===== src/sv/pbrd_pkg.sv =====
// pbrd_pkg: shared types and constants of the pulse beat rate detector
// no dependencies; used by pbrd_regs, pbrd_datapath, pbrd_ctrl and the top

package pbrd_pkg;

    localparam logic [15:0] MINUTE_MS = 16'd60000;

    localparam int unsigned CFG_DATA_W = 32;
    localparam int unsigned CFG_ADDR_W = 4;

    localparam logic [1:0] REG_THRESHOLD = 2'd0;
    localparam logic [1:0] REG_DEBOUNCE  = 2'd1;
    localparam logic [1:0] REG_MAX_RATE  = 2'd2;

    localparam logic signed [13:0] THRESHOLD_RST = 14'sd2;
    localparam logic [15:0] DEBOUNCE_RST = 16'd150;
    localparam logic [15:0] MAX_RATE_RST = 16'd200;

    typedef struct packed {
        logic signed [13:0] beat_threshold;
        logic [15:0]        debounce_ms;
        logic [15:0]        max_report_rate;
    } t_cfg;

    typedef struct packed {
        logic load;
        logic sum;
        logic check;
        logic div_start;
        logic ring;
        logic out_load;
    } t_cmd;

    typedef struct packed {
        logic beat;
        logic div_done;
        logic out_free;
    } t_stat;

endpackage


===== src/sv/pbrd_regs.sv =====
// pbrd_regs: apb-style configuration registers of the detector
// depends on pbrd_pkg

module pbrd_regs (
    input  logic                                i_clk,
    input  logic                                i_rst_n,
    input  logic                                psel,
    input  logic                                penable,
    input  logic                                pwrite,
    input  logic [pbrd_pkg::CFG_ADDR_W-1:0]     paddr,
    input  logic [pbrd_pkg::CFG_DATA_W-1:0]     pwdata,
    output logic [pbrd_pkg::CFG_DATA_W-1:0]     prdata,
    output logic                                pready,
    output pbrd_pkg::t_cfg                      o_cfg
);

    pbrd_pkg::t_cfg r_cfg;
    logic [1:0]     w_index;
    logic           w_write;

    assign w_index = paddr[3:2];
    assign w_write = psel && penable && pwrite;
    assign pready  = 1'b1;
    assign o_cfg   = r_cfg;

    always_ff @(posedge i_clk) begin
        if (!i_rst_n) begin
            r_cfg.beat_threshold  <= pbrd_pkg::THRESHOLD_RST;
            r_cfg.debounce_ms     <= pbrd_pkg::DEBOUNCE_RST;
            r_cfg.max_report_rate <= pbrd_pkg::MAX_RATE_RST;
        end else if (w_write) begin
            case (w_index)
                pbrd_pkg::REG_THRESHOLD: r_cfg.beat_threshold <= $signed(pwdata[13:0]);
                pbrd_pkg::REG_DEBOUNCE:  r_cfg.debounce_ms     <= pwdata[15:0];
                pbrd_pkg::REG_MAX_RATE:  r_cfg.max_report_rate <= pwdata[15:0];
                default: ;
            endcase
        end
    end

    always_comb begin
        case (w_index)
            pbrd_pkg::REG_THRESHOLD: prdata = 32'(r_cfg.beat_threshold);
            pbrd_pkg::REG_DEBOUNCE:  prdata = {16'd0, r_cfg.debounce_ms};
            pbrd_pkg::REG_MAX_RATE:  prdata = {16'd0, r_cfg.max_report_rate};
            default:                 prdata = '0;
        endcase
    end

endmodule


===== src/sv/pbrd_div.sv =====
// pbrd_div: radix-2 restoring divider, one quotient bit per cycle
// depends on pbrd_pkg for nothing; used by pbrd_datapath

module pbrd_div #(
    parameter int unsigned NW = 20
) (
    input  logic          i_clk,
    input  logic          i_rst_n,
    input  logic          i_start,
    input  logic [NW-1:0] i_dividend,
    input  logic [31:0]   i_divisor,
    output logic [NW-1:0] o_quotient,
    output logic          o_done
);

    localparam int unsigned CNT_W = $clog2(NW + 1);

    logic [NW-1:0]    r_q;
    logic [31:0]      r_rem;
    logic [31:0]      r_dvs;
    logic [CNT_W-1:0] r_cnt;
    logic             r_busy;
    logic             r_done;
    logic [32:0]      w_shift;
    logic             w_ge;

    assign w_shift    = {r_rem, r_q[NW-1]};
    assign w_ge       = w_shift >= {1'b0, r_dvs};
    assign o_quotient = r_q;
    assign o_done     = r_done;

    always_ff @(posedge i_clk) begin
        if (!i_rst_n) begin
            r_busy <= 1'b0;
            r_done <= 1'b0;
            r_cnt  <= '0;
        end else begin
            r_done <= 1'b0;
            if (i_start) begin
                r_busy <= 1'b1;
                r_cnt  <= CNT_W'(NW);
            end else if (r_busy) begin
                r_cnt <= r_cnt - CNT_W'(1);
                if (r_cnt == CNT_W'(1)) begin
                    r_busy <= 1'b0;
                    r_done <= 1'b1;
                end
            end
        end
    end

    always_ff @(posedge i_clk) begin
        if (i_start) begin
            r_q   <= i_dividend;
            r_rem <= '0;
            r_dvs <= i_divisor;
        end else if (r_busy) begin
            r_rem <= w_ge ? 32'(w_shift - {1'b0, r_dvs}) : w_shift[31:0];
            r_q   <= {r_q[NW-2:0], w_ge};
        end
    end

endmodule


===== src/sv/pbrd_datapath.sv =====
// pbrd_datapath: difference window, rate ring, divider and result register
// depends on pbrd_pkg and pbrd_div

module pbrd_datapath #(
    parameter int unsigned HISTORY_DEPTH = 8,
    parameter int unsigned RATE_DEPTH    = 16
) (
    input  logic            i_clk,
    input  logic            i_rst_n,
    input  pbrd_pkg::t_cmd  i_cmd,
    output pbrd_pkg::t_stat o_stat,
    input  pbrd_pkg::t_cfg  i_cfg,
    input  logic [9:0]      i_sample,
    input  logic [31:0]     i_time_ms,
    output logic            o_out_valid,
    input  logic            i_out_ready,
    output logic            o_beat,
    output logic [15:0]     o_rate_bpm,
    output logic [15:0]     o_average_bpm,
    output logic            o_report
);

    localparam int unsigned HI_W  = $clog2(HISTORY_DEPTH);
    localparam int unsigned RI_W  = $clog2(RATE_DEPTH);
    localparam int unsigned WS_W  = HI_W + 11;
    localparam int unsigned CMP_W = (WS_W > 14) ? WS_W : 14;
    localparam int unsigned TOT_W = RI_W + 16;

    // ring mean as a reciprocal multiply, exact for every total below 2^TOT_W
    localparam int unsigned       AVG_SH    = TOT_W + RI_W;
    localparam int unsigned       AVG_M_W   = TOT_W + 1;
    localparam longint unsigned   AVG_MUL_L = ((64'd1 << AVG_SH) + RATE_DEPTH - 1) / RATE_DEPTH;
    localparam logic [AVG_M_W-1:0] AVG_MUL  = AVG_M_W'(AVG_MUL_L);

    logic [9:0]               r_prev;
    logic [31:0]              r_time;
    logic signed [10:0]       r_diff;
    logic signed [10:0]       r_dmem [HISTORY_DEPTH];
    logic [HISTORY_DEPTH-1:0] r_dvalid;
    logic signed [10:0]       r_dq;
    logic                     r_dq_valid;
    logic [HI_W-1:0]          r_didx;
    logic signed [WS_W-1:0]   r_wsum;
    logic [31:0]              r_last;
    logic [15:0]              r_rmem [RATE_DEPTH];
    logic [RATE_DEPTH-1:0]    r_rvalid;
    logic [15:0]              r_rq;
    logic                     r_rq_valid;
    logic [RI_W-1:0]          r_ridx;
    logic [TOT_W-1:0]         r_total;
    logic [15:0]              r_rate;
    logic [15:0]              r_avg;
    logic                     r_beat;
    logic                     r_out_valid;
    logic                     r_out_beat;
    logic [15:0]              r_out_rate;
    logic                     r_out_report;

    logic signed [10:0]           w_dold;
    logic [15:0]                  w_rold;
    logic [31:0]                  w_elapsed;
    logic signed [CMP_W-1:0]      w_ws_ext;
    logic signed [CMP_W-1:0]      w_thr_ext;
    logic                         w_beat;
    logic [31:0]                  w_divisor;
    logic [15:0]                  w_quot;
    logic                         w_div_done;
    logic [TOT_W+AVG_M_W-1:0]     w_avg_prod;
    logic [15:0]                  w_new_avg;

    assign w_dold    = r_dq_valid ? r_dq : 11'sd0;
    assign w_rold    = r_rq_valid ? r_rq : 16'd0;
    assign w_elapsed = r_time - r_last;
    assign w_ws_ext  = CMP_W'(r_wsum);
    assign w_thr_ext = CMP_W'(i_cfg.beat_threshold);
    assign w_beat    = (w_ws_ext >= w_thr_ext) && (w_elapsed >= {16'd0, i_cfg.debounce_ms});

    assign w_divisor  = (w_elapsed == 32'd0) ? 32'd1 : w_elapsed;
    assign w_avg_prod = r_total * AVG_MUL;
    assign w_new_avg  = w_avg_prod[AVG_SH +: 16];

    pbrd_div #(
        .NW (16)
    ) u_div (
        .i_clk      (i_clk),
        .i_rst_n    (i_rst_n),
        .i_start    (i_cmd.div_start),
        .i_dividend (pbrd_pkg::MINUTE_MS),
        .i_divisor  (w_divisor),
        .o_quotient (w_quot),
        .o_done     (w_div_done)
    );

    assign o_stat.beat     = w_beat;
    assign o_stat.div_done = w_div_done;
    assign o_stat.out_free = !r_out_valid || i_out_ready;

    assign o_out_valid   = r_out_valid;
    assign o_beat        = r_out_beat;
    assign o_rate_bpm    = r_out_rate;
    assign o_average_bpm = r_avg;
    assign o_report      = r_out_report;

    // control state
    always_ff @(posedge i_clk) begin
        if (!i_rst_n) begin
            r_prev      <= '0;
            r_didx      <= '0;
            r_wsum      <= '0;
            r_dvalid    <= '0;
            r_last      <= '0;
            r_ridx      <= '0;
            r_total     <= '0;
            r_rvalid    <= '0;
            r_avg       <= '0;
            r_out_valid <= 1'b0;
        end else begin
            if (i_cmd.load) begin
                r_prev <= i_sample;
            end
            if (i_cmd.sum) begin
                r_wsum           <= r_wsum - WS_W'(w_dold) + WS_W'(r_diff);
                r_dvalid[r_didx] <= 1'b1;
                r_didx <= (r_didx == HI_W'(HISTORY_DEPTH - 1)) ? '0 : r_didx + HI_W'(1);
            end
            if (i_cmd.ring) begin
                r_total          <= r_total - TOT_W'(w_rold) + TOT_W'(w_quot);
                r_rvalid[r_ridx] <= 1'b1;
                r_ridx <= (r_ridx == RI_W'(RATE_DEPTH - 1)) ? '0 : r_ridx + RI_W'(1);
                r_last <= r_time;
            end
            if (i_cmd.out_load) begin
                r_out_valid <= 1'b1;
                r_avg       <= w_new_avg;
            end else if (i_out_ready) begin
                r_out_valid <= 1'b0;
            end
        end
    end

    // payload and ring memories
    always_ff @(posedge i_clk) begin
        if (i_cmd.load) begin
            r_time     <= i_time_ms;
            r_diff     <= $signed({1'b0, i_sample}) - $signed({1'b0, r_prev});
            r_dq       <= r_dmem[r_didx];
            r_dq_valid <= r_dvalid[r_didx];
            r_rq       <= r_rmem[r_ridx];
            r_rq_valid <= r_rvalid[r_ridx];
        end
        if (i_cmd.sum) begin
            r_dmem[r_didx] <= r_diff;
        end
        if (i_cmd.check) begin
            r_beat <= w_beat;
        end
        if (i_cmd.ring) begin
            r_rate         <= w_quot;
            r_rmem[r_ridx] <= w_quot;
        end
        if (i_cmd.out_load) begin
            r_out_beat   <= r_beat;
            r_out_rate   <= r_beat ? r_rate : 16'd0;
            r_out_report <= r_beat && (r_rate <= w_new_avg)
                         && (r_rate <= i_cfg.max_report_rate);
        end
    end

`ifndef ASSERT_OFF
    a_report_needs_beat: assert property (@(posedge i_clk) disable iff (!i_rst_n)
        r_out_valid |-> (!r_out_report || r_out_beat))
        else $error("report without beat");

    a_rate_zero_no_beat: assert property (@(posedge i_clk) disable iff (!i_rst_n)
        (r_out_valid && !r_out_beat) |-> (r_out_rate == 16'd0))
        else $error("rate set without beat");

    a_no_overwrite: assert property (@(posedge i_clk) disable iff (!i_rst_n)
        i_cmd.out_load |-> (!r_out_valid || i_out_ready))
        else $error("pending word overwritten");

    a_avg_in_range: assert property (@(posedge i_clk) disable iff (!i_rst_n)
        r_out_valid |-> (r_avg <= pbrd_pkg::MINUTE_MS))
        else $error("average out of range");
`endif

endmodule


===== src/sv/pbrd_ctrl.sv =====
// pbrd_ctrl: sequencer for one sample word through the datapath
// depends on pbrd_pkg

module pbrd_ctrl (
    input  logic            i_clk,
    input  logic            i_rst_n,
    input  logic            i_in_valid,
    output logic            o_in_ready,
    input  pbrd_pkg::t_stat i_stat,
    output pbrd_pkg::t_cmd  o_cmd
);

    typedef enum logic [2:0] {
        ST_IDLE,
        ST_SUM,
        ST_CHECK,
        ST_RDIV,
        ST_RING,
        ST_DONE
    } t_state;

    t_state r_state;
    t_state n_state;

    assign o_in_ready = (r_state == ST_IDLE);

    always_comb begin
        o_cmd   = '0;
        n_state = r_state;
        case (r_state)
            ST_IDLE: begin
                if (i_in_valid) begin
                    o_cmd.load = 1'b1;
                    n_state    = ST_SUM;
                end
            end
            ST_SUM: begin
                o_cmd.sum = 1'b1;
                n_state   = ST_CHECK;
            end
            ST_CHECK: begin
                o_cmd.check = 1'b1;
                if (i_stat.beat) begin
                    o_cmd.div_start = 1'b1;
                    n_state         = ST_RDIV;
                end else begin
                    n_state = ST_DONE;
                end
            end
            ST_RDIV: begin
                if (i_stat.div_done) begin
                    n_state = ST_RING;
                end
            end
            ST_RING: begin
                o_cmd.ring = 1'b1;
                n_state    = ST_DONE;
            end
            ST_DONE: begin
                if (i_stat.out_free) begin
                    o_cmd.out_load = 1'b1;
                    n_state        = ST_IDLE;
                end
            end
            default: n_state = ST_IDLE;
        endcase
    end

    always_ff @(posedge i_clk) begin
        if (!i_rst_n) begin
            r_state <= ST_IDLE;
        end else begin
            r_state <= n_state;
        end
    end

endmodule


===== src/sv/pulse_beat_rate_detector.sv =====
// channel  direction  handshake                   word
// in       input      i_in_valid / o_in_ready     i_sample, i_time_ms
// out      output     o_out_valid / i_out_ready   o_beat, o_rate_bpm, o_average_bpm, o_report
// cfg      input      psel, penable, pwrite       paddr, pwdata, prdata, pready
// a word without a beat goes through the load, sum, check and done states to the result register
// a beat word also goes through the divide and ring states, the divide state waiting on the
// 16-step radix-2 divider for 60000 / elapsed; the ring mean is a constant reciprocal multiply
// one word at a time; the next word is accepted while a result waits in the output register
// synchronous active-low reset clears window and ring sums and valid bits, config, state, out valid
// depends on pbrd_pkg, pbrd_regs, pbrd_ctrl, pbrd_datapath

module pulse_beat_rate_detector #(
    parameter int unsigned HISTORY_DEPTH = 8,
    parameter int unsigned RATE_DEPTH    = 16
) (
    input  logic                            i_clk,
    input  logic                            i_rst_n,
    input  logic                            i_in_valid,
    output logic                            o_in_ready,
    input  logic [9:0]                      i_sample,
    input  logic [31:0]                     i_time_ms,
    output logic                            o_out_valid,
    input  logic                            i_out_ready,
    output logic                            o_beat,
    output logic [15:0]                     o_rate_bpm,
    output logic [15:0]                     o_average_bpm,
    output logic                            o_report,
    input  logic                            psel,
    input  logic                            penable,
    input  logic                            pwrite,
    input  logic [pbrd_pkg::CFG_ADDR_W-1:0] paddr,
    input  logic [pbrd_pkg::CFG_DATA_W-1:0] pwdata,
    output logic [pbrd_pkg::CFG_DATA_W-1:0] prdata,
    output logic                            pready
);

    pbrd_pkg::t_cfg  w_cfg;
    pbrd_pkg::t_cmd  w_cmd;
    pbrd_pkg::t_stat w_stat;

    pbrd_regs u_regs (
        .i_clk   (i_clk),
        .i_rst_n (i_rst_n),
        .psel    (psel),
        .penable (penable),
        .pwrite  (pwrite),
        .paddr   (paddr),
        .pwdata  (pwdata),
        .prdata  (prdata),
        .pready  (pready),
        .o_cfg   (w_cfg)
    );

    pbrd_ctrl u_ctrl (
        .i_clk      (i_clk),
        .i_rst_n    (i_rst_n),
        .i_in_valid (i_in_valid),
        .o_in_ready (o_in_ready),
        .i_stat     (w_stat),
        .o_cmd      (w_cmd)
    );

    pbrd_datapath #(
        .HISTORY_DEPTH (HISTORY_DEPTH),
        .RATE_DEPTH    (RATE_DEPTH)
    ) u_datapath (
        .i_clk         (i_clk),
        .i_rst_n       (i_rst_n),
        .i_cmd         (w_cmd),
        .o_stat        (w_stat),
        .i_cfg         (w_cfg),
        .i_sample      (i_sample),
        .i_time_ms     (i_time_ms),
        .o_out_valid   (o_out_valid),
        .i_out_ready   (i_out_ready),
        .o_beat        (o_beat),
        .o_rate_bpm    (o_rate_bpm),
        .o_average_bpm (o_average_bpm),
        .o_report      (o_report)
    );

endmodule

===== config.mk =====
export PLATFORM = sky130hd
export DESIGN_NAME = pulse_beat_rate_detector
export DESIGN_NICKNAME = d
export VERILOG_FILES = /design/src/sv/pbrd_pkg.sv /design/src/sv/pbrd_regs.sv /design/src/sv/pbrd_div.sv /design/src/sv/pbrd_datapath.sv /design/src/sv/pbrd_ctrl.sv /design/src/sv/pulse_beat_rate_detector.sv
export SDC_FILE = /design/constraint.sdc
export NUM_CORES = 1
export LEC_CHECK = 0
export BUFFER_PORTS_ARGS = -buffer_cell sky130_fd_sc_hd__buf_2
export CORE_ASPECT_RATIO = 2
export CORE_MARGIN = 3
export CORE_UTILIZATION = 55
export CTS_CLUSTER_DIAMETER = 120
export DETAILED_ROUTE_END_ITERATION = 7
export PLACE_DENSITY = 0.75
export SLEW_MARGIN = 20
export SYNTH_ARGS = -nofsm -noshare
export SYNTH_HDL_FRONTEND = slang
export SYNTH_HIERARCHICAL = 1
export SYNTH_SLANG_ARGS = --single-unit
export TNS_END_PERCENT = 30

===== constraint.sdc =====
create_clock -name i_clk -period 5.3 [get_ports i_clk]
set_clock_uncertainty 0.05 [all_clocks]
set_input_delay 1.59 -clock i_clk [delete_from_list [all_inputs] [get_ports i_clk]]
set_output_delay 1.59 -clock i_clk [all_outputs]
set_load 0.05 [all_outputs]

==> results of run 1 <==
-- per-layer routing --
metal | up-vias | global-route usage | wire (µm)
met5 | - | 0 | 9
met4 | 2 | 0.176 | 6790
met3 | 304 | 0.0515 | 5010
met2 | 821 | 0.490 | 48500
met1 | 11400 | 0.289 | 31100
li1 | 10700 | - | -
-- state kept, by name, summed over array words and instances, names as in the netlist, 20 cells and up --
register,count
u_datapath/r_dmem,88
u_datapath/r_last,32
u_datapath/r_rmem,256
u_datapath/r_time,32
u_datapath/r_total,20
u_datapath/u_div/r_dvs,32
u_datapath/u_div/r_rem,32
u_regs/o_cfg,46
-- final timing paths --
check,depth (start not counted),end,from
worst max-delay path,21,u_datapath/u_div/r_rem[30],u_datapath/r_time[0]
worst min-delay path,1,u_datapath/r_rvalid[14],u_datapath/r_rvalid[14]
worst max register to register,21,u_datapath/u_div/r_rem[30],u_datapath/r_time[0]
worst min register to register,1,u_datapath/r_rvalid[14],u_datapath/r_rvalid[14]
-- worst max-delay path: stages, from the launching register on --
cell and delay [ns]:
sky130_fd_sc_hd__edfxtp_1 0.40, sky130_fd_sc_hd__inv_1 0.08, sky130_fd_sc_hd__ha_1 0.16, sky130_fd_sc_hd__inv_1 0.05, sky130_fd_sc_hd__fa_1 0.46, sky130_fd_sc_hd__a211oi_2 0.27, sky130_fd_sc_hd__o211ai_1 0.21, sky130_fd_sc_hd__nand4_1 0.22
sky130_fd_sc_hd__a21oi_1 0.09, sky130_fd_sc_hd__buf_4 0.18, sky130_fd_sc_hd__nor2_1 0.18, sky130_fd_sc_hd__o2111ai_1 0.24, sky130_fd_sc_hd__a2111o_1 0.45, sky130_fd_sc_hd__o31ai_1 0.12, sky130_fd_sc_hd__buf_4 0.20, sky130_fd_sc_hd__nand4b_4 0.16
sky130_fd_sc_hd__o31a_1 0.40, sky130_fd_sc_hd__and2_4 0.22, sky130_fd_sc_hd__nand2b_1 0.30, sky130_fd_sc_hd__nor4_1 0.27, sky130_fd_sc_hd__mux2i_1 0.15, sky130_fd_sc_hd__nand2_1 0.08
-- power by group --
group / switching (mW) / internal (mW)
registers: 0.703 / 7.01
clock network: 2.13 / 2.91
logic: 4.70 / 3.23
total: 7.53 / 13.2
-- cell type report --
| type | instances | area, µm² | share of cell area |
|---|---|---|---|
| clock inverters | 42 | 518 | 0.0131 |
| repair buffers | 193 | 1140 | 0.0290 |
| multi-input cells | 1765 | 14600 | 0.371 |
| well taps | 798 | 998 | 0.0253 |
| flip-flops and latches | 711 | 19200 | 0.488 |
| clock buffers | 79 | 1770 | 0.0450 |
| inverters | 290 | 1090 | 0.0277 |
| diodes | 6 | 15.0 | 0.000381 |
-- cell families (layout without fill, tap and decap cells) --
group	after synthesis	count (layout)
compound gates	460	460
flops	711	711
fa+ha+maj	210	210
xor+xnor	89	89
other cells	3	23
simple gates	712	712
mux	277	277
buf+inv	429	604
-- placed cells by master, fill, tap and decap left out, drive strengths merged, types with 79 or more instances in the layout --
cell type  count
clkbuf        79
o21ai         98
mux2i        140
nor2         211
nand2        194
edfxtp       499
dfxtp        212
inv          295
ha           178
a21oi        113
buf          193
mux4         109
==> flow_summary.json, run 1 <==
{
  "outcome": "completed",
  "flow.area_growth_from_synthesis_pct": 10.8,
  "final_wtd_congestion": 0.996,
  "track_usage": 0.273,
  "num_vias": 23200,
  "stdcell_area_um2": 39400,
  "totalNegativeSetupSlack_ns": 0,
  "design.portCount": 154,
  "critPathCaptureType": "register",
  "grt_pass1_vias": 24200,
  "place.detailed.instances": 3755,
  "worst_reg2reg_setup_slack_ns": 0.26,
  "detail_route.wl_per_cell_um": 23.6,
  "achievable-frequency_mhz": 198,
  "grt_start_max_net_pins": 72,
  "filler_cell_count": 4896,
  "drt_first_pass_iters": 8,
  "clock_sink_count": 711,
  "synth.top_cell.area_share": 0.421,
  "number_of_setup_buffers_added_after_cts": 0,
  "layout.cells.non_filler": 3884,
  "core.rowCount": 131,
  "ys_async_sr_fraction": 0,
  "floorplan.core_area_um2": 63900,
  "synth_edf_count": 499,
  "worst_hold_margin_ns": 0.411,
  "grt_remaining_overflow": 0,
  "netlist-cell-type-count": 103,
  "final_layout_size_suffix_gt1_frac": 0.163,
  "synth_top_cell_by_area": "sky130_fd_sc_hd__edfxtp_1",
  "powerDensity_nw_per_um2": 525,
  "synth_most_common_cell": "sky130_fd_sc_hd__edfxtp_1",
  "finalMaxSlewViolations": 0,
  "cts-root-to-sink-buffers": 3,
  "synth_sequential_area_ratio": 0.541,
  "setup_ws_ns": 0.259,
  "criticalPathCategory": "reg -> reg",
  "die_footprint_um2": 67900,
  "clock_latency_ns": 0.62,
  "cts_tree": "done",
  "synth_cell_count_leaders": "499 x sky130_fd_sc_hd__edfxtp_1, 288 x sky130_fd_sc_hd__inv_1, 212 x sky130_fd_sc_hd__dfxtp_1",
  "post_cts.resized_instances": 0,
  "synth.mux.area_fraction": 0.117,
  "cts_hold_buf": 0,
  "crit_path_max_fanout": 12,
  "final.period_utilization": 0.951,
  "total_power_mw": 20.7,
  "ir_worst_vdd_v": 0.000314,
  "most_frequently_used_flop_master_after_synthesis": "sky130_fd_sc_hd__edfxtp_1",
  "post_synth_fa_ha_maj_area_fraction": 0.0806,
  "htreeDepth": 3,
  "viasPerCell": 5.98,
  "drt_iter0_markers": 1779,
  "yosys-top-cells-area": "sky130_fd_sc_hd__edfxtp_1 42%, sky130_fd_sc_hd__dfxtp_1 12%, sky130_fd_sc_hd__mux4_2 6.9%",
  "dpl_worst_slack_ns": 0.406,
  "postSynthRegisterBits": 711,
  "die_height_um": 366,
  "drt_wl_total_um": 91500,
  "rsz_0062_raised_after_global_routing": "no",
  "post_synth_instance_area_um2": 35600,
  "route.detailed.drc": 0,
  "root_buffer": "sky130_fd_sc_hd__clkbuf_16",
  "global_route_wire_length_before_repair_um": 139000,
  "max_cap_viol_count": 0,
  "dp_hpwl_um": 64800,
  "hold_violations": 0,
  "crit_path_start_kind": "register",
  "largest_family_of_logic_cells_by_synthesized_area": "multiplexers",
  "share_of_the_synthesized_area_in_compound_gates_ao_oa_aoi_oai": 0.0896,
  "yosys.area_share.simple": 0.0990,
  "post-route-util": 0.616,
  "static-leakage-power_nw": 14.8,
  "worstPathRequired_ns": 5.80,
  "postPlaceCellArea_um2": 37000,
  "avgSynthCellArea_um2": 12.3,
  "die_x_um": 186,
  "drt.antenna.violating_nets": 0,
  "io_buffer_count": 134,
  "synthXorXnorAreaFrac": 0.0219,
  "yosys_warnings": 6,
  "initial_core_util": 0.556,
  "setup-violations-final": 0,
  "clock_pin_slew_reported_for_the_worst_setup_and_hold_paths_after_clock_tree_synthesis_ns": 0.06,
  "hold_class": "reg -> reg",
  "finalCriticalPeriod_ns": 5.04,
  "cp.arrival_ns": 5.54,
  "final_nets": 3322,
  "tritoncts.num_buffers": 66,
  "slew_at_the_pin_closest_to_its_max_slew_limit_ns": 1.12,
  "antenna_found_initial": 7,
  "post_synth_inst_count": 2891,
  "relSlewSlack": 0.256
}
Note: power is estimated with default switching activity, not from simulation.
==> inputs of run 2 (changes only) <==
==> constraint.sdc (replaced) <==
create_clock -name i_clk -period 5.3 [get_ports i_clk]
set_clock_uncertainty 0.05 [all_clocks]
set_input_delay 0.265 -clock i_clk [delete_from_list [all_inputs] [get_ports i_clk]]
set_output_delay 0.265 -clock i_clk [all_outputs]
set_load 0.05 [all_outputs]
==> flow_summary.json, run 2 (synthesis gave the netlist of run 1 again) <==
{
  "cp.arrival_ns": 5.19,
  "critPathCaptureType": "register",
  "criticalPathCategory": "reg -> reg",
  "finalCriticalPeriod_ns": 5.01,
  "clock_latency_ns": 0.63,
  "layout.cells.most_common": "sky130_fd_sc_hd__edfxtp_1",
  "crit_path_max_fanout": 16,
  "global_route_wire_length_before_repair_um": 140000,
  "setup-violations-final": 0,
  "final_layout_size_suffix_gt1_frac": 0.155,
  "cts_hold_buf": 61,
  "die_footprint_um2": 67900,
  "tritoncts.num_buffers": 60,
  "grt_start_max_net_pins": 73,
  "mostFrequentLayoutCells": "499 x sky130_fd_sc_hd__edfxtp_1, 288 x sky130_fd_sc_hd__inv_1, 210 x sky130_fd_sc_hd__dfxtp_1, 209 x sky130_fd_sc_hd__nor2_1, 189 x sky130_fd_sc_hd__nand2_1",
  "drt_wl_total_um": 92200,
  "ir_worst_vdd_v": 0.000347,
  "clock_sink_count": 711,
  "io_buffer_count": 134,
  "hold_violations": 0,
  "final_nets": 3366,
  "antenna_found_initial": 10,
  "outcome": "completed",
  "number_of_setup_buffers_added_after_cts": 0,
  "dp_hpwl_um": 65500,
  "achievable-frequency_mhz": 200,
  "rsz_0062_raised_after_global_routing": "no",
  "final_wtd_congestion": 0.958,
  "detail_route.wl_per_cell_um": 23.5,
  "static-leakage-power_nw": 14.9,
  "flow.area_growth_from_synthesis_pct": 11.6,
  "grt_pass1_vias": 24400,
  "drt_first_pass_iters": 6,
  "post_cts.resized_instances": 0,
  "core.rowCount": 131,
  "slew_at_the_pin_closest_to_its_max_slew_limit_ns": 1.16,
  "relSlewSlack": 0.227,
  "initial_core_util": 0.556,
  "viasPerCell": 5.97,
  "post-route-util": 0.621,
  "max_cap_viol_count": 0,
  "root_buffer": "sky130_fd_sc_hd__clkbuf_16",
  "grt_remaining_overflow": 0,
  "htreeDepth": 2,
  "totalNegativeSetupSlack_ns": 0,
  "clock_pin_slew_reported_for_the_worst_setup_and_hold_paths_after_clock_tree_synthesis_ns": 0.07,
  "worstPathRequired_ns": 5.48,
  "largest_register_ffs": 256,
  "floorplan.core_area_um2": 63900,
  "track_usage": 0.273,
  "crit_path_start_kind": "register",
  "final.period_utilization": 0.945,
  "route.detailed.drc": 0,
  "most_flop_heavy_register": "u_datapath/r_rmem",
  "num_vias": 23400,
  "cts-root-to-sink-buffers": 3,
  "die_x_um": 186,
  "design.portCount": 154,
  "cts_tree": "done",
  "drt_iter0_markers": 1730,
  "hold_class": "in -> reg",
  "drt.antenna.violating_nets": 0,
  "powerDensity_nw_per_um2": 512,
  "die_height_um": 366,
  "finalMaxSlewViolations": 0
}
run 2: where the power goes:
group          leakage [nW]  switching [mW]  internal [mW]  total, mW
clock network          1.01            2.03           2.62       4.66
logic                  7.63            4.68           3.23       7.91
registers              6.26           0.732           7.01       7.75
run 2: worst paths after layout:
path / end / startpoint / cells past startpoint / slack [ns]
max: u_datapath/u_div/o_quotient[0] / u_datapath/r_time[0] / 19 / 0.29
min reg2reg: u_datapath/r_rvalid[10] / u_datapath/r_rvalid[10] / 1 / 0.41
min: u_regs/o_cfg[1] / penable / 4 / 0.14
max reg2reg: u_datapath/u_div/o_quotient[0] / u_datapath/r_time[0] / 19 / 0.29
run 2: critical path, stage by stage (launching register included):
cell and delay [ns]:
sky130_fd_sc_hd__edfxtp_1 0.40, sky130_fd_sc_hd__inv_1 0.08, sky130_fd_sc_hd__ha_1 0.17, sky130_fd_sc_hd__inv_1 0.06, sky130_fd_sc_hd__fa_1 0.46, sky130_fd_sc_hd__a211oi_2 0.26
sky130_fd_sc_hd__o211ai_1 0.21, sky130_fd_sc_hd__nand4_1 0.26, sky130_fd_sc_hd__a21oi_1 0.10, sky130_fd_sc_hd__buf_4 0.17, sky130_fd_sc_hd__nor2_1 0.16, sky130_fd_sc_hd__buf_4 0.15
sky130_fd_sc_hd__o211ai_1 0.10, sky130_fd_sc_hd__a2111o_1 0.38, sky130_fd_sc_hd__nor3_2 0.26, sky130_fd_sc_hd__nand4b_4 0.21, sky130_fd_sc_hd__o31a_1 0.37, sky130_fd_sc_hd__and2_4 0.22
sky130_fd_sc_hd__nor2_1 0.15, sky130_fd_sc_hd__inv_1 0.38
run 2: cell type report:
class,instances,area [µm²]
repair buffers,243,1640
well taps,798,998
flip-flops and latches,711,19200
clock inverters,38,502
inverters,290,1090
clock buffers,75,1580
diodes,5,12.5
fillers,4871,24200
multi-input cells,1765,14600
run 2: metal layers:
metal / vias to the layer above / global-route usage / part of all wire
met5: - / 0 / 0.00064
met4: 10 / 0.186 / 0.080
met3: 317 / 0.0462 / 0.054
met2: 843 / 0.495 / 0.53
met1: 11500 / 0.285 / 0.34
li1: 10800 / - / -
run 2: through the flow:
step,instance area [µm²],cells,hold WS [ns],total power [mW],worst slack (ns)
floorplan,35600,2905,0.314,13.5,0.111
global placement,37000,3746,0.391,15.3,0.448
detailed placement,37000,3746,0.393,15.6,0.339
CTS,39700,3920,0.107,20.3,0.315
global route,39700,3922,0.136,21.5,0.0117
finish,39700,3925,0.143,20.3,0.291
